--- src/rtl/mts_pkg.sv ---
// ----------------------------------------------------------------------------
// mts_pkg
// Types, tune tables and the control store of the melody tone sequencer.
// ----------------------------------------------------------------------------
package mts_pkg;

   localparam int unsigned NOTE_COUNT_DEFAULT     = 28;
   localparam int unsigned TIMER_CLOCK_HZ_DEFAULT = 1000000;

   typedef struct packed {
      logic        action;
      logic [31:0] now_ms;
   } req_type;

   typedef struct packed {
      logic        playing;
      logic        tone_on;
      logic [15:0] period_reload;
      logic [14:0] duty_compare;
      logic        note_changed;
      logic [7:0]  note_position;
   } rsp_type;

   localparam logic ACTION_PLAY = 1'b0;
   localparam logic ACTION_STOP = 1'b1;

   // Control word: datapath operation, jump condition and jump target.
   localparam int unsigned PC_W = 3;

   localparam logic [2:0] OP_NOP     = 3'd0;
   localparam logic [2:0] OP_ACCEPT  = 3'd1;
   localparam logic [2:0] OP_UPDATE  = 3'd2;
   localparam logic [2:0] OP_DIVSTEP = 3'd3;
   localparam logic [2:0] OP_TONE    = 3'd4;
   localparam logic [2:0] OP_EMIT    = 3'd5;

   localparam logic [2:0] COND_NEVER    = 3'd0;
   localparam logic [2:0] COND_ALWAYS   = 3'd1;
   localparam logic [2:0] COND_NO_ITEM  = 3'd2;
   localparam logic [2:0] COND_NO_DIV   = 3'd3;
   localparam logic [2:0] COND_DIV_MORE = 3'd4;
   localparam logic [2:0] COND_OUT_BUSY = 3'd5;

   localparam logic [PC_W-1:0] PC_START = 3'd0;
   localparam logic [PC_W-1:0] PC_UPD   = 3'd1;
   localparam logic [PC_W-1:0] PC_DIV   = 3'd2;
   localparam logic [PC_W-1:0] PC_TONE  = 3'd3;
   localparam logic [PC_W-1:0] PC_EMIT  = 3'd4;
   localparam logic [PC_W-1:0] PC_LAST  = 3'd5;

   typedef struct packed {
      logic [2:0]      op;
      logic [2:0]      cond;
      logic [PC_W-1:0] target;
   } ucode_type;

   // The program: wait for an item, update the melody state, run the period
   // divider when a new tone starts, set the tone, hand over the result.
   function automatic ucode_type ucode(input logic [PC_W-1:0] pc);
      ucode_type w;
      case (pc)
         PC_START: w = '{OP_ACCEPT,  COND_NO_ITEM,  PC_START};
         PC_UPD:   w = '{OP_UPDATE,  COND_NO_DIV,   PC_EMIT};
         PC_DIV:   w = '{OP_DIVSTEP, COND_DIV_MORE, PC_DIV};
         PC_TONE:  w = '{OP_TONE,    COND_NEVER,    PC_START};
         PC_EMIT:  w = '{OP_EMIT,    COND_OUT_BUSY, PC_EMIT};
         PC_LAST:  w = '{OP_NOP,     COND_ALWAYS,   PC_START};
         default:  w = '{OP_NOP,     COND_ALWAYS,   PC_START};
      endcase
      return w;
   endfunction

   // Tune in Hz; entries past the tune are silent.
   function automatic logic [15:0] tune_freq(input logic [7:0] i);
      logic [15:0] f;
      case (i)
         8'd0:  f = 16'd660;   8'd1:  f = 16'd660;   8'd2:  f = 16'd0;
         8'd3:  f = 16'd660;   8'd4:  f = 16'd0;     8'd5:  f = 16'd520;
         8'd6:  f = 16'd660;   8'd7:  f = 16'd0;     8'd8:  f = 16'd770;
         8'd9:  f = 16'd0;     8'd10: f = 16'd770;   8'd11: f = 16'd800;
         8'd12: f = 16'd840;   8'd13: f = 16'd880;   8'd14: f = 16'd0;
         8'd15: f = 16'd1046;  8'd16: f = 16'd988;   8'd17: f = 16'd880;
         8'd18: f = 16'd784;   8'd19: f = 16'd660;   8'd20: f = 16'd0;
         8'd21: f = 16'd660;   8'd22: f = 16'd780;   8'd23: f = 16'd660;
         8'd24: f = 16'd880;   8'd25: f = 16'd0;     8'd26: f = 16'd1046;
         8'd27: f = 16'd0;
         default: f = 16'd0;
      endcase
      return f;
   endfunction

   // Note lengths in ms; entries past the tune end at once.
   function automatic logic [15:0] tune_dur(input logic [7:0] i);
      logic [15:0] d;
      case (i)
         8'd0:  d = 16'd150;  8'd1:  d = 16'd150;  8'd2:  d = 16'd100;
         8'd3:  d = 16'd150;  8'd4:  d = 16'd100;  8'd5:  d = 16'd150;
         8'd6:  d = 16'd150;  8'd7:  d = 16'd100;  8'd8:  d = 16'd150;
         8'd9:  d = 16'd100;  8'd10: d = 16'd150;  8'd11: d = 16'd150;
         8'd12: d = 16'd200;  8'd13: d = 16'd250;  8'd14: d = 16'd100;
         8'd15: d = 16'd300;  8'd16: d = 16'd150;  8'd17: d = 16'd150;
         8'd18: d = 16'd150;  8'd19: d = 16'd200;  8'd20: d = 16'd150;
         8'd21: d = 16'd150;  8'd22: d = 16'd150;  8'd23: d = 16'd150;
         8'd24: d = 16'd200;  8'd25: d = 16'd100;  8'd26: d = 16'd300;
         8'd27: d = 16'd300;
         default: d = 16'd0;
      endcase
      return d;
   endfunction

endpackage

--- src/rtl/melody_tone_sequencer_unit.sv ---
// ----------------------------------------------------------------------------
// melody_tone_sequencer_unit
// Steps through a fixed tune on millisecond polls and produces timer
// reload and compare values for a 50 percent duty tone.
// ----------------------------------------------------------------------------
//  channel   direction  payload   handshake
//  req_      in         req_type  req_valid / req_stall
//  rsp_      out        rsp_type  rsp_valid / rsp_stall
//
// A small control store sequences each item: accept, update, then, for an item
// that starts a tone, the one-bit-a-step restoring divider over DW, the bit width
// of TIMER_CLOCK_HZ, and the tone step, and last the emit step and an idle step.
// Reset is synchronous and active high and clears the melody state. A stalled
// result sits in the output register while the next item is taken; the
// sequencer waits only when a second result is ready.
// ----------------------------------------------------------------------------
module melody_tone_sequencer_unit #(
   parameter int unsigned NOTE_COUNT     = mts_pkg::NOTE_COUNT_DEFAULT,
   parameter int unsigned TIMER_CLOCK_HZ = mts_pkg::TIMER_CLOCK_HZ_DEFAULT
) (
   input  logic             clock,
   input  logic             reset,
   input  logic             req_valid,
   output logic             req_stall,
   input  mts_pkg::req_type req_payload,
   output logic             rsp_valid,
   input  logic             rsp_stall,
   output mts_pkg::rsp_type rsp_payload
);
   import mts_pkg::*;

   localparam int unsigned DW = $clog2(TIMER_CLOCK_HZ + 1);
   localparam int unsigned CW = $clog2(DW);
   localparam logic [DW-1:0] CLK_BITS = DW'(TIMER_CLOCK_HZ);
   localparam logic [8:0]    NOTE_END = 9'(NOTE_COUNT);

   logic [PC_W-1:0] pc_ff, pc_in;
   req_type         req_ff, req_in;
   logic [7:0]      idx_ff, idx_in;
   logic [31:0]     start_ff, start_in;
   logic            play_ff, play_in;
   logic            tone_en_ff, tone_en_in;
   logic [15:0]     reload_ff, reload_in;
   logic [14:0]     compare_ff, compare_in;
   logic            changed_ff, changed_in;
   logic [15:0]     freq_ff, freq_in;
   logic [15:0]     rem_ff, rem_in;
   logic [DW-1:0]   quot_ff, quot_in;
   logic [CW-1:0]   cnt_ff, cnt_in;
   logic            rsp_valid_ff, rsp_valid_in;
   rsp_type         rsp_ff, rsp_in;

   ucode_type   cw;
   logic        accept;
   logic        out_free;
   logic        skip_div;
   logic        cond_true;
   logic [31:0] elapsed;
   logic [8:0]  next_idx;
   logic [15:0] next_freq;
   logic [16:0] rem_sh;
   logic        div_ge;
   logic [31:0] q_ext;
   logic [31:0] reload_full;

   assign cw        = ucode(pc_ff);
   assign req_stall = (cw.op != OP_ACCEPT);
   assign accept    = req_valid && !req_stall;
   assign out_free  = !rsp_valid_ff || !rsp_stall;

   assign elapsed   = req_ff.now_ms - start_ff;
   assign next_idx  = {1'b0, idx_ff} + 9'd1;
   assign next_freq = tune_freq(next_idx[7:0]);

   assign rem_sh = {rem_ff, CLK_BITS[cnt_ff]};
   assign div_ge = (rem_sh >= {1'b0, freq_ff});

   assign q_ext       = 32'(quot_ff);
   assign reload_full = (q_ext == 32'd0) ? 32'd0 : q_ext - 32'd1;

   always_comb begin
      req_in       = req_ff;
      idx_in       = idx_ff;
      start_in     = start_ff;
      play_in      = play_ff;
      tone_en_in   = tone_en_ff;
      reload_in    = reload_ff;
      compare_in   = compare_ff;
      changed_in   = changed_ff;
      freq_in      = freq_ff;
      rem_in       = rem_ff;
      quot_in      = quot_ff;
      cnt_in       = cnt_ff;
      rsp_valid_in = rsp_valid_ff && rsp_stall;
      rsp_in       = rsp_ff;
      skip_div     = 1'b1;

      case (cw.op)
         OP_ACCEPT: begin
            if (accept) begin
               req_in = req_payload;
            end
         end
         OP_UPDATE: begin
            changed_in = 1'b0;
            rem_in     = '0;
            quot_in    = '0;
            cnt_in     = CW'(DW - 1);
            freq_in    = next_freq;
            if (req_ff.action == ACTION_STOP) begin
               play_in    = 1'b0;
               tone_en_in = 1'b0;
               idx_in     = '0;
               start_in   = '0;
               changed_in = 1'b1;
            end else begin
               play_in = 1'b1;
               if (elapsed >= {16'd0, tune_dur(idx_ff)}) begin
                  start_in   = req_ff.now_ms;
                  changed_in = 1'b1;
                  if (next_idx >= NOTE_END) begin
                     idx_in     = '0;
                     tone_en_in = 1'b0;
                  end else begin
                     idx_in = next_idx[7:0];
                     if (next_freq == 16'd0) begin
                        tone_en_in = 1'b0;
                     end else begin
                        skip_div = 1'b0;
                     end
                  end
               end
            end
         end
         OP_DIVSTEP: begin
            rem_in  = div_ge ? 16'(rem_sh - {1'b0, freq_ff}) : rem_sh[15:0];
            quot_in = {quot_ff[DW-2:0], div_ge};
            cnt_in  = cnt_ff - CW'(1);
         end
         OP_TONE: begin
            reload_in  = (reload_full > 32'd65535) ? 16'hFFFF : reload_full[15:0];
            compare_in = (reload_full > 32'd65535) ? 15'h7FFF : reload_full[15:1];
            tone_en_in = 1'b1;
         end
         OP_EMIT: begin
            if (out_free) begin
               rsp_valid_in          = 1'b1;
               rsp_in.playing        = play_ff;
               rsp_in.tone_on        = tone_en_ff;
               rsp_in.period_reload  = tone_en_ff ? reload_ff : 16'd0;
               rsp_in.duty_compare   = tone_en_ff ? compare_ff : 15'd0;
               rsp_in.note_changed   = changed_ff;
               rsp_in.note_position  = idx_ff;
            end
         end
         default: begin
         end
      endcase

      case (cw.cond)
         COND_NEVER:    cond_true = 1'b0;
         COND_ALWAYS:   cond_true = 1'b1;
         COND_NO_ITEM:  cond_true = !req_valid;
         COND_NO_DIV:   cond_true = skip_div;
         COND_DIV_MORE: cond_true = (cnt_ff != '0);
         COND_OUT_BUSY: cond_true = !out_free;
         default:       cond_true = 1'b1;
      endcase

      pc_in = cond_true ? cw.target : pc_ff + PC_W'(1);
   end

   always_ff @(posedge clock) begin
      if (reset) begin
         pc_ff        <= PC_START;
         idx_ff       <= '0;
         start_ff     <= '0;
         play_ff      <= 1'b0;
         tone_en_ff   <= 1'b0;
         reload_ff    <= '0;
         compare_ff   <= '0;
         rsp_valid_ff <= 1'b0;
      end else begin
         pc_ff        <= pc_in;
         idx_ff       <= idx_in;
         start_ff     <= start_in;
         play_ff      <= play_in;
         tone_en_ff   <= tone_en_in;
         reload_ff    <= reload_in;
         compare_ff   <= compare_in;
         rsp_valid_ff <= rsp_valid_in;
      end
      req_ff     <= req_in;
      changed_ff <= changed_in;
      freq_ff    <= freq_in;
      rem_ff     <= rem_in;
      quot_ff    <= quot_in;
      cnt_ff     <= cnt_in;
      rsp_ff     <= rsp_in;
   end

   assign rsp_valid   = rsp_valid_ff;
   assign rsp_payload = rsp_ff;

   // An accepted item always moves on to the update step.
   a_accept_update: assert property (@(posedge clock) disable iff (reset)
      accept |=> pc_ff == PC_UPD)
      else $error("accepted item did not reach the update step");

   // The program counter never leaves the control store.
   a_pc_range: assert property (@(posedge clock) disable iff (reset)
      pc_ff <= PC_LAST)
      else $error("program counter outside control store");

   // A sounding tone always has a compare of half the reload.
   a_half_duty: assert property (@(posedge clock) disable iff (reset)
      rsp_valid && rsp_payload.tone_on |->
         rsp_payload.duty_compare == rsp_payload.period_reload[15:1])
      else $error("compare is not half of reload");

   // A stopped melody is silent and parked on the first note.
   a_stop_silent: assert property (@(posedge clock) disable iff (reset)
      rsp_valid && !rsp_payload.playing |->
         !rsp_payload.tone_on && rsp_payload.note_position == 8'd0)
      else $error("stopped melody not silent at note zero");

endmodule
--- config.mk ---
export PLATFORM = sky130hd
export DESIGN_NAME = melody_tone_sequencer_unit
export DESIGN_NICKNAME = d
export VERILOG_FILES = /design/src/rtl/mts_pkg.sv /design/src/rtl/melody_tone_sequencer_unit.sv
export SDC_FILE = /design/constraint.sdc
export NUM_CORES = 1
export LEC_CHECK = 0
export ABC_AREA = 1
export BUFFER_PORTS_ARGS = -buffer_cell sky130_fd_sc_hd__buf_2
export CAP_MARGIN = 5
export CORE_MARGIN = 3
export CORE_UTILIZATION = 60
export DETAILED_ROUTE_END_ITERATION = 12
export PLACE_DENSITY = 0.8
export REMOVE_ABC_BUFFERS = 1
export SLEW_MARGIN = 10
export SYNTH_ARGS = -nofsm -noshare
export SYNTH_HDL_FRONTEND = slang
export SYNTH_SLANG_ARGS = --single-unit
--- constraint.sdc ---
create_clock -name clock -period 6.6 [get_ports clock]
set_input_delay 0.66 -clock clock [delete_from_list [all_inputs] [get_ports clock]]
set_output_delay 0.66 -clock clock [all_outputs]
set_load 0.1 [all_outputs]
Word level (Yosys, flattened, before mapping):

Memories as Yosys holds them, arrays and structs flattened. A register that Yosys moved wholly into a read port is not among the register bits.
Index checks and enable logic that the tools add are counted.

* register bits: 210
* ROM bits: 608
* input port bits: 37
* memories kept: 3

* $add $sub $neg: 6
* order comparisons: 5
* equal/unequal tests: 16
* mux-type cells: 37
* reduce and logical (&&, ||, !) cells: 22

Memory list
* (no name shown): words 32, bits a word 10, read ports 1, clocked after Yosys merged registers in 0, wr ports 0, line mts_pkg.sv:76 `case (i)`
* (no name shown): words 32, bits a word 8, read ports 1, clocked after Yosys merged registers in 1, wr ports 0, line mts_pkg.sv:95 `case (i)`
* (no name shown): words 32, bits a word 1, read ports 1, clocked after Yosys merged registers in 1, wr ports 0, line melody_tone_sequencer_unit.sv:75 `assign rem_sh = {rem_ff, CLK_BITS[cnt_ff]};`

Operators with widths (number)
* $mux 16: 6
* $mux 32: 3
* $pmux 9 s5: 1
* $pmux 20 s2: 1
* $ge 32x16->1: 1
* $gt 32x16->1 const B: 1
* $logic_not 32->1: 1
* $pmux 16 s2: 1
* $sub 32x32->32: 1
* $mux 8: 3
* $sub 20x1->21 const B: 1
* $eq 3x2->1 const B: 6
* $ge 17x16->1: 1
* $logic_not 16->1: 1
* $sub 16x16->16: 1
* $eq 3x3->1 const B: 5
* $mux 15: 1
* $mux 5: 3
* $mux 1: 14
* $logic_not 3->1: 4
* $pmux 5 s2: 1
* $add 8x1->9 const B: 1
* $ge 9x5->1 const B: 1
* $eq 3x1->1 const B: 2
* other kinds (16): 25

Logic depth before layout (Yosys ltp):

Gate-level depths: netlist of run 1.

* depth after elaboration: 11
* mapped depth: 35
* mapped depth without buffers: 35

Least setup slack after synthesis of run 1:

No wires, ideal clock.

* path kind: register -> register
* start point: register pc_ff[0]
* end point: register req_ff[0] (netlist name) (enable)
* setup time: 0.423 ns
* data arrival time: 3.861 ns
* data required time: 6.177 ns
* setup slack: 2.316 ns
* stages on the path, launching flop included: 6
* cells stage by stage: dfxtp_1 -> inv_1 -> ha_1 -> o21ai_1 -> nand4_1 -> nor2_1

* word-level cells in the longest chain between the ends: 6
* elaborated cells between the ends (all ways): 11
* classes of those cells: 6 x eq/ne; 1 x mux; 4 x reduce/logical

Ends and longest elaborated chain
* from (decl): line melody_tone_sequencer_unit.sv:37 `logic [PC_W-1:0] pc_ff, pc_in;`
* from (signal assigned): line melody_tone_sequencer_unit.sv:184 `pc_ff <= pc_in;`
* $eq 3x3->1, or another cell as far along: line mts_pkg.sv:61 `case (pc)`
* $pmux 9 s5 *: line mts_pkg.sv:61
* $ne 3x1->1 *: line melody_tone_sequencer_unit.sv:67 `assign req_stall = (cw.op != OP_ACCEPT);`
* via req_stall: line melody_tone_sequencer_unit.sv:24 `output logic req_stall,`
* $logic_not 1->1 *: line melody_tone_sequencer_unit.sv:68 `assign accept = req_valid && !req_stall;`
* $logic_and 1x1->1 *: line melody_tone_sequencer_unit.sv:68
* $reduce_and 2->1 (no source line) *
* to (signal assigned): line melody_tone_sequencer_unit.sv:193 `req_ff <= req_in;`
* to (decl): line melody_tone_sequencer_unit.sv:38 `req_type req_ff, req_in;`

The timed path passes the listed nets; every way through them passes the cells marked *.
A chain may end at the register's enable or synchronous reset.

==> results of run 1 <==
## per-layer routing
metal	vias to the layer above	track usage (%)	wire length (um)
met3	29	4.96	1760
li1	5106	-	-
met5	-	0	0
met2	305	41.4	12300
met1	4533	35.8	12200
met4	0	6.82	315
## registers in the layout, indices dropped and copies added, names as in the netlist, named ones only
name and count:
changed_ff 1, cnt_ff 5, freq_ff 10, idx_ff 8
pc_ff 3, play_ff 1, quot_ff 20, reload_ff 16
rem_ff 16, rem_sh 1, req_ff 33, rsp_payload 27
rsp_valid 1, start_ff 32, tone_en_ff 1
## final timing paths
kind,from,cells after the start,slack (ns),to
hold / removal,req_payload[3],1,0.38,req_ff[3]$_DFFE_PP_
hold reg to reg,changed_ff$_SDFFCE_PP1P_,0,0.43,rsp_payload[8]$_DFFE_PP_
setup reg to reg,req_ff[0]$_DFFE_PP_,30,1.95,register
setup / recovery,req_ff[0]$_DFFE_PP_,30,1.95,register
## cell type report
class                   instances  share of cell area (%)
clock inverters                15                    1.55
repair buffers                 85                    3.44
well taps                     260                    2.56
flip-flops and latches        182                    37.4
inverters                     260                    7.67
multi-input cells            1073                    44.0
clock buffers                  17                    3.34
## cells in the mapped netlist, types with 2 or more instances
cell type  instances
nor3_2             5
nand3_2            2
inv_1            252
o21bai_1           3
buf_1              4
nand3b_1           3
buf_2              5
o21ai_1            5
fa_1               2
nand3_1           85
a21oi_1          103
nor3_1            22
dfxtp_1           70
and2_1             3
o21a_1             2
nor4_1             3
o21ai_0           53
nor2_1           147
a211oi_1           2
edfxtp_1         112
nor2_2             6
nand2_2           11
clkbuf_1          17
o211ai_1           2
a31oi_1            7
nand4_1           23
xnor2_1            5
nor2_4             2
ha_1              73
inv_2              8
a21o_1             4
nand2_4            4
xor2_1            35
nand2_1          445
buf_4             15
o41ai_1            2
## stage by stage
stage / setup WS (ns) / instance area (sq um) / cells / total power, mW
floorplan: 2.27 / 11300 / 1515 / 3.97
global placement: 2.18 / 12100 / 1860 / 4.56
detailed placement: 2.01 / 12100 / 1860 / 4.62
CTS: 1.94 / 12700 / 1892 / 5.70
global route: 1.48 / 12700 / 1892 / 6.14
finish: 1.95 / 12700 / 1892 / 5.69
## cell families after synthesis
logic type / Yosys count / share of synthesized area (%)
simple gates: 765 / 28.0
compound gates: 193 / 9.14
flops: 182 / 41.2
xor+xnor: 40 / 3.03
buf+inv: 302 / 10.4
fa+ha+maj: 75 / 8.25
## worst max-delay path: cells and delay by family (launching register included)
| kind | cells | cell delay [ns] |
|---|---|---|
| xor+xnor | 1 | 0.18 |
| buf+inv | 5 | 0.73 |
| simple gates | 19 | 1.96 |
| compound gates | 1 | 0.23 |
| flops | 1 | 0.39 |
| fa+ha+maj | 4 | 1.09 |
## where the power goes
part           total [mW]  leakage (nW)  internal, mW  switching [mW]
Combinational        2.85          4.03         0.807            2.04
Sequential           1.79          1.60          1.60           0.185
Clock                1.05         0.302         0.522           0.530
Total                5.69          5.93          2.93            2.76
==> metrics.md, run 1 <==
| Metric | Value |
|---|---|
| Worst Hold Slack | `0.378 ns` |
| CP Launch Type | `register` |
| Most frequent cells in the layout | `nand2_1 (445), inv_1 (252), nor2_1 (145)` |
| Post-CTS Hold Buffers | `0` |
| Site row count | `50` |
| CTS Root Cell | `clkbuf_16` |
| CP endpoint kind | `register` |
| H-tree Lvls | `4` |
| Seq/Total Area, Yosys | `41.2%` |
| Final Hold Vio Count | `0` |
| Leakage Power | `5.93 nW` |
| TritonCTS Sinks | `182` |
| DRT Wirelength | `about 27 mm` |
| Synthesized area per cell | `7.42 sq um` |
| Initial Util | `61.4%` |
| Most common cell after layout, fill and taps aside | `nand2_1` |
| Multi-input gate area | `5610 sq um` |
| Die area | `21000 sq um` |
| Clk_skew | `0.0190 ns` |
| Fmax achieved | `roughly 210 MHz` |
| Vias | `9973` |
| IO buf count | `80` |
| TritonCTS buffer count | `17` |
| Hold Path Class | `in2reg` |
| Slew @ Worst Pin | `~1.0 ns` |
| CP arrival | `5.03 ns` |
| Postcts setup bufs | `0` |
| Max-slew violations | `0` |
| Die width | `145 um` |
| Critical path required time | `6.97 ns` |
| Wire length per cell | `between 10 and 15 um` |
| Resize count post-CTS | `0` |
| CP peak stage delay | `0.44 ns` |
| EDFF count, synth | `112` |
| Main synth FF type | `edfxtp_1` |
| CTS max path bufs | `2` |
| Post-DR vias/cell | `5.27` |
| Storage element area | `4760 sq um` |
| CP max stage cell | `fa_1` |
| CTS tree | `done` |
| #FFs+latches synth | `182` |
| Unrepaired setup endpoints after global routing | `no` |
| Antenna diodes | `0` |
| VDD IR-drop max | `0.228 mV` |
| Die Y | `145 um` |
| PD cells | `447 nW/um^2` |
| Crit path kind | `reg2reg` |
| Post-synthesis cell count | `1557` |
| Iteration-0 DRC Markers | `705` |
| Layout fillers | `~1600` |
| HPWL after detailed placement | `around 20 mm` |
| Yosys warns | `0` |
| Synth-to-Final Area Change | `10.1%` |
| Synth top area share | `29.1%` |
| Number of global-route vias before repair | `9134` |
| Largest area contributor in the synthesized netlist | `edfxtp_1` |
| Largest net degree at the start of global routing | `57` |
| Clk_lat worst skew | `0.45 ns` |
| First-pass GRT wire length | `43.3 mm` |
| Gp weighted congestion | `between 1 and 1.5` |
| Max cap viols | `0` |
| Setup violations, final | `0` |
| Initial antenna violation count | `0` |
| Crit-path most repeated cell | `nand3_1` |
| Drt first pass iters | `5` |
| Period utilization | `70.5%` |
| Clock transition at the registers of the reported paths | `0.08 ns` |
| Nets | `1731` |
| Count of cell types in the netlist | `between 50 and 60` |
| Largest cells by area after synthesis | `edfxtp_1 (29%), nand2_1 (14%), dfxtp_1 (12%)` |
| Antenna viol nets, final | `0` |
| Max FO, Critical Path | `38` |
| Post-Syn Area | `11600 sq um` |
| Global route total overflow | `0` |
| Share of layout cells above drive strength 1 | `9.99%` |
| # IOs | `81` |
| Post-synth ARST share | `0%` |
| Post-layout min period | `approximately 4.7 ns` |
| GRT Total Usage | `25.8%` |
| Core Util, Final | `slightly below 70%` |
| Core area | `about 19000 sq um` |
| DRC errors left | `0` |
| Slew Limit Headroom | `a little under a third` |
| Setup TNS | `0 ns` |
| Status | `finished clean` |
(Power assumes the default switching activity.)
==> run 2, diff against run 1 <==
--- a/config.mk
+++ b/config.mk
@@ -9,9 +9,9 @@
 export BUFFER_PORTS_ARGS = -buffer_cell sky130_fd_sc_hd__buf_2
 export CAP_MARGIN = 5
 export CORE_MARGIN = 3
-export CORE_UTILIZATION = 60
+export CORE_UTILIZATION = 56
 export DETAILED_ROUTE_END_ITERATION = 12
-export PLACE_DENSITY = 0.8
+export PLACE_DENSITY = 0.79
 export REMOVE_ABC_BUFFERS = 1
 export SLEW_MARGIN = 10
 export SYNTH_ARGS = -nofsm -noshare
==> constraint.sdc (replaced) <==
create_clock -name clock -period 3.9 [get_ports clock]
set_input_delay 0.39 -clock clock [delete_from_list [all_inputs] [get_ports clock]]
set_output_delay 0.39 -clock clock [all_outputs]
set_load 0.1 [all_outputs]
==> run 2 against run 1 <==
Effect of this change:
- the flow now finishes with violations (setup timing)
- total power grew 75%
- setup slack lost 2.1 ns
- sequential power grew 69%
- largest power group unchanged
==> metrics.md, run 2 (same netlist as run 1, synthesis figures left out) <==
| Metric | Value |
|---|---|
| Status | `finished, violations left` |
| Failing checks | `setup timing` |
| CP peak stage delay | `0.43 ns (about the same)` |
| DRC errors left | `0 (unchanged)` |
| Nets | `1774 (+2.5%)` |
| Post-layout min period | `4.00 ns (-0.647 ns)` |
| Setup violations, final | `5 (+5)` |
| Clock transition at the registers of the reported paths | `0.08 ns (about the same)` |
| Max-slew violations | `0 (unchanged)` |
| Die Y | `150 um (+3.4%)` |
| Max FO, Critical Path | `4 (-89%)` |
| TritonCTS buffer count | `17 (unchanged)` |
| Global route total overflow | `0 (unchanged)` |
| Crit-path most repeated cell | `nor2_1` |
| Site row count | `51 (+2.0%)` |
| Die area | `22400 sq um (+6.8%)` |
| VDD IR-drop max | `0.336 mV (+47%)` |
| Worst Path Buf+Inv | `5 (unchanged)` |
| Leakage Power | `6.18 nW (+4.2%)` |
| Biggest register | `req_ff` |
| Fmax achieved | `250 MHz (+16%)` |
| H-tree Lvls | `4 (unchanged)` |
| Hold Path Class | `in2reg` |
| Drt first pass iters | `5 (unchanged)` |
| Die width | `150 um (+3.4%)` |
| IO buf count | `80 (unchanged)` |
| Wire length per cell | `14.3 um (+1.9%)` |
| Vias | `10164 (+1.9%)` |
| Clk_lat worst skew | `0.44 ns (about the same)` |
| Initial antenna violation count | `0 (unchanged)` |
| Critical path required time | `4.23 ns (-2.74 ns)` |
| Antenna viol nets, final | `0 (unchanged)` |
| Post-DR vias/cell | `5.24 (-0.61%)` |
| Slew Limit Headroom | `51.0% (+20 points)` |
| Fin area | `13300 sq um (+4.7%)` |
| DRT Wirelength | `27.8 mm (+4.4%)` |
| Largest register FFs | `33 (unchanged)` |
| Post-CTS Hold Buffers | `0 (unchanged)` |
| Clk_skew | `0.0122 ns (-0.00679 ns)` |
| TritonCTS Sinks | `182 (unchanged)` |
| PD cells | `748 nW/um^2 (+67%)` |
| HPWL after detailed placement | `20.5 mm (+2.7%)` |
| CTS Root Cell | `clkbuf_16` |
| Crit path kind | `reg2reg` |
| Number of global-route vias before repair | `9499 (+4.0%)` |
| # IOs | `81 (unchanged)` |
| Final Hold Vio Count | `0 (unchanged)` |
| Iteration-0 DRC Markers | `769 (+9.1%)` |
| Core Util, Final | `67.2% (-0.42 points)` |
| CTS tree | `done` |
| Max cap viols | `0 (unchanged)` |
| Most frequent cells in the layout | `nand2_1 (441), inv_1 (249), nor2_1 (142)` |
| First-pass GRT wire length | `44.9 mm (+3.6%)` |
| Gp weighted congestion | `0.973 (-3.8%)` |
| Antenna diodes | `0 (unchanged)` |
| Initial Util | `58.2% (-3.1 points)` |
| GRT Total Usage | `24.8% (-1.0 points)` |
| CTS max path bufs | `2 (unchanged)` |
| Most common cell after layout, fill and taps aside | `nand2_1` |
| CP endpoint kind | `register` |
| Period utilization | `103% (+32 points)` |
| Share of layout cells above drive strength 1 | `14.5% (+4.5 points)` |
| Setup WS post-layout | `-0.104 ns (-2.05 ns)` |
| Unrepaired setup endpoints after global routing | `yes` |
| CP arrival | `4.33 ns (-0.70 ns)` |
| Top delay family on crit path | `simple AND/OR/NAND/NOR gates` |
| Area after DPL | `12400 sq um (+2.2%)` |
| CP Launch Type | `register` |
| Largest net degree at the start of global routing | `56 (-1.8%)` |
| Synth-to-Final Area Change | `15.4%` |
| CP max stage cell | `fa_2` |
| Core area | `19800 sq um (+5.4%)` |
| Slew @ Worst Pin | `0.733 ns (-0.309 ns)` |
## run 2: cell count changes in the layout (fill, tap and decap cells not counted), sizes merged
cell | before | now
buf | 85 | 128
clkbuf | 17 | 18
clkinv | 8 | 7
clkinvlp | 0 | 1
inv | 267 | 266
## run 2: per-stage QoR
step	setup WS (ns)	instances	hold slack [ns]	setup TNS, ns	power [mW]
2_1_floorplan	-0.434	1515	0.400	-14.65	6.72
3_3_place_gp	-0.0397	1900	0.406	-0.0721	7.89
3_5_place_dp	-0.141	1900	0.414	-0.581	7.98
4_1_cts	-0.00923	1934	0.0989	-0.00923	9.83
5_1_grt	-0.436	1940	0.0965	-3.60	10.7
6_report	-0.104	1940	0.115	-0.419	9.97
## run 2: cell type report
type / count / area (sq um)
fillers: 1648 / 6510
multi-input cells: 1073 / 5850
flip-flops and latches: 182 / 4760
inverters: 260 / 978
repair buffers: 128 / 795
clock buffers: 18 / 439
well taps: 265 / 332
clock inverters: 14 / 181
## run 2: report_power, final
part | switching [mW] | internal, mW
Clock | 0.875 | 0.891
Sequential | 0.319 | 2.71
Combinational | 3.60 | 1.58
## run 2: final timing paths
check                             endpoint  cells past startpoint                startpoint  slack [ns]
hold / removal         req_ff[4]$_DFFE_PP_                      1            req_payload[4]        0.11
hold reg to reg   rsp_payload[8]$_DFFE_PP_                      0  changed_ff$_SDFFCE_PP1P_        0.43
setup / recovery                  register                     32       req_ff[0]$_DFFE_PP_       -0.10
setup reg to reg                  register                     32       req_ff[0]$_DFFE_PP_       -0.10
## run 2: layer usage
metal,vias to the layer above,track usage (%),part of all wire [%]
met4,0,8.14,2.0
met3,40,3.88,5.6
met5,-,0,0
met2,292,40.1,47
met1,4638,34.2,45
li1,5194,-,-
## run 2: what timing repair did
item,in CTS,in global routing
setup endpoints to repair,10,29
setup buffers,2,6
pin swaps,8,14
gates resized for setup,12,45
==> run 3, diff against run 2 <==
--- a/config.mk
+++ b/config.mk
@@ -9,10 +9,11 @@
 export BUFFER_PORTS_ARGS = -buffer_cell sky130_fd_sc_hd__buf_2
 export CAP_MARGIN = 5
 export CORE_MARGIN = 3
-export CORE_UTILIZATION = 56
+export CORE_UTILIZATION = 60
 export DETAILED_ROUTE_END_ITERATION = 12
-export PLACE_DENSITY = 0.79
+export PLACE_DENSITY = 0.8
 export REMOVE_ABC_BUFFERS = 1
+export SKIP_CTS_REPAIR_TIMING = 1
 export SLEW_MARGIN = 10
 export SYNTH_ARGS = -nofsm -noshare
 export SYNTH_HDL_FRONTEND = slang
==> constraint.sdc (replaced) <==
create_clock -name clock -period 4.5 [get_ports clock]
set_input_delay 0.45 -clock clock [delete_from_list [all_inputs] [get_ports clock]]
set_output_delay 0.45 -clock clock [all_outputs]
set_load 0.1 [all_outputs]
==> run 3 against run 2 <==
Effect of this change:
- the run now ends clean
- total power shrank 15%
- non-clock buffer count decreased by 35
- count of clock-buffer cells in the layout decreased by 1
- utilization is 1.3 points higher
- flip-flop and latch count unchanged
==> metrics.md, run 3 (same netlist as run 1, synthesis figures left out) <==
| Metric | Value |
|---|---|
| CP max stage cell | `edfxtp_1` |
| Iteration-0 DRC Markers | `774 (+0.65%)` |
| # IOs | `81 (unchanged)` |
| CTS Root Cell | `clkbuf_16` |
| Synth-to-Final Area Change | `11.6%` |
| Layout fillers | `1523 (-7.6%)` |
| TritonCTS buffer count | `17 (unchanged)` |
| Antenna viol nets, final | `0 (unchanged)` |
| Max-slew violations | `0 (unchanged)` |
| DRC errors left | `0 (unchanged)` |
| Clk_skew | `0.0164 ns (+0.00421 ns)` |
| Fin area | `12900 sq um (-3.2%)` |
| Most frequent cells in the layout | `nand2_1 (444), inv_1 (251), nor2_1 (144)` |
| Global route total overflow | `0 (unchanged)` |
| H-tree Lvls | `4 (unchanged)` |
| CTS max path bufs | `2 (unchanged)` |
| Worst Hold Slack | `0.175 ns (+0.0600 ns)` |
| Post-DR vias/cell | `5.33 (+1.8%)` |
| TritonCTS Sinks | `182 (unchanged)` |
| Clock transition at the registers of the reported paths | `0.08 ns (about the same)` |
| Nets | `1739 (-2.0%)` |
| IO buf count | `80 (unchanged)` |
| Status | `finished clean` |
| Period utilization | `92.1% (-11 points)` |
| DRT Wirelength | `27.0 mm (-3.0%)` |
| Setup violations, final | `0 (-5)` |
| Most common cell after layout, fill and taps aside | `nand2_1` |
| Initial Util | `61.4% (+3.1 points)` |
| Site row count | `50 (-2.0%)` |
| Antenna diodes | `0 (unchanged)` |
| First-pass GRT wire length | `43.5 mm (-3.2%)` |
| Crit path kind | `reg2reg` |
| Fmax achieved | `241 MHz (-3.4%)` |
| Wire length per cell | `14.2 um (-1.0%)` |
| CP peak stage delay | `0.44 ns (about the same)` |
| Die area | `21000 sq um (-6.4%)` |
| Final Hold Vio Count | `0 (unchanged)` |
| Slew Limit Headroom | `23.5% (-27 points)` |
| Max FO, Critical Path | `5 (+1)` |
| Slew @ Worst Pin | `1.14 ns (+0.412 ns)` |
| CP Launch Type | `register` |
| Largest register FFs | `33 (unchanged)` |
| Number of global-route vias before repair | `9270 (-2.4%)` |
| CP arrival | `4.47 ns (+0.14 ns)` |
| Drt first pass iters | `5 (unchanged)` |
| Critical path required time | `4.83 ns (+0.60 ns)` |
| Area after DPL | `12100 sq um (-2.0%)` |
| Biggest register | `req_ff` |
| Vias | `10130 (-0.33%)` |
| Hold Path Class | `in2reg` |
| CTS tree | `done` |
| Initial antenna violation count | `0 (unchanged)` |
| CP endpoint kind | `register` |
| Clk_lat worst skew | `0.44 ns (about the same)` |
| VDD IR-drop max | `0.331 mV (-1.5%)` |
| GRT Total Usage | `25.7% (+0.94 points)` |
| Leakage Power | `6.00 nW (-3.0%)` |
| PD cells | `653 nW/um^2 (-13%)` |
| HPWL after detailed placement | `20.0 mm (-2.5%)` |
| Largest net degree at the start of global routing | `56 (unchanged)` |
| Die width | `145 um (-3.3%)` |
| Crit-path most repeated cell | `nand2_1` |
| Core Util, Final | `68.5% (+1.3 points)` |
| Gp weighted congestion | `1.02 (+4.8%)` |
| Max cap viols | `0 (unchanged)` |
| Setup TNS | `0 ns (+0.419 ns)` |
| Share of layout cells above drive strength 1 | `11.3% (-3.2 points)` |
| Post-layout min period | `4.14 ns (+0.141 ns)` |
| Die Y | `145 um (-3.3%)` |
| Core area | `18800 sq um (-5.1%)` |
run 3: cell types whose count changed in the layout (fill, tap and decap cells not counted), moves of 3 or more:
cell	before	now
nand3_2	9	6
nand3_1	75	81
buf_4	40	12
ha_1	64	68
a21oi_1	98	101
nand2_1	441	444
buf_6	7	0
nand3_4	3	0
nand2_2	13	10
run 3: worst max-delay path: cells and delay by family (launching register included):
kind | cells | cell delay (ns)
adders and majority gates | 3 | 0.88
and+or+nand+nor | 22 | 1.97
DFF | 1 | 0.44
xor gates and xnor gates | 1 | 0.17
AOI/OAI and AO/OA | 2 | 0.34
buffers and inverters | 4 | 0.23
run 3: worst paths after layout:
| check | startpoint | to | slack [ns] | depth (start not counted) |
|---|---|---|---|---|
| setup reg to reg | req_ff[2]$_DFFE_PP_ | register | 0.36 | 32 |
| setup / recovery | req_ff[2]$_DFFE_PP_ | register | 0.36 | 32 |
| hold / removal | req_payload[8] | req_ff[8]$_DFFE_PP_ | 0.17 | 1 |
| hold reg to reg | changed_ff$_SDFFCE_PP1P_ | rsp_payload[8]$_DFFE_PP_ | 0.45 | 0 |
run 3: cell type report:
class                           instances  area [sq um]  area share, %
Clock inverter                         15           194           1.50
Multi-Input combinational cell       1073          5710           44.3
Inverter                              260           976           7.56
Sequential cell                       182          4760           36.9
Tap cell                              260           325           2.52
Timing Repair Buffer                   93           505           3.92
Clock buffer                           17           425           3.30
run 3: per-stage QoR:
step,setup WS [ns],std cells,power [mW]
finish,0.355,1900,8.43
floorplan,0.166,1515,5.83
global route,-0.0444,1900,9.07
CTS,0.165,1895,8.33
detailed placement,0.200,1863,6.78
global placement,0.392,1863,6.67
run 3: routing by layer:
metal  share of wire, %  wire [um]  track usage, %
met5                  0          0               0
met4                2.2        596            7.76
met3                6.0       1610            5.85
met2                 46      12400            40.9
met1                 46      12300            35.2
run 3: power breakdown:
part / internal [mW] / leakage (nW) / switching [mW] / total, mW
Clock: 0.762 / 0.301 / 0.760 / 1.52
Sequential: 2.35 / 1.60 / 0.282 / 2.63
Combinational: 1.24 / 4.10 / 3.04 / 4.28
Total: 4.35 / 6.00 / 4.08 / 8.43
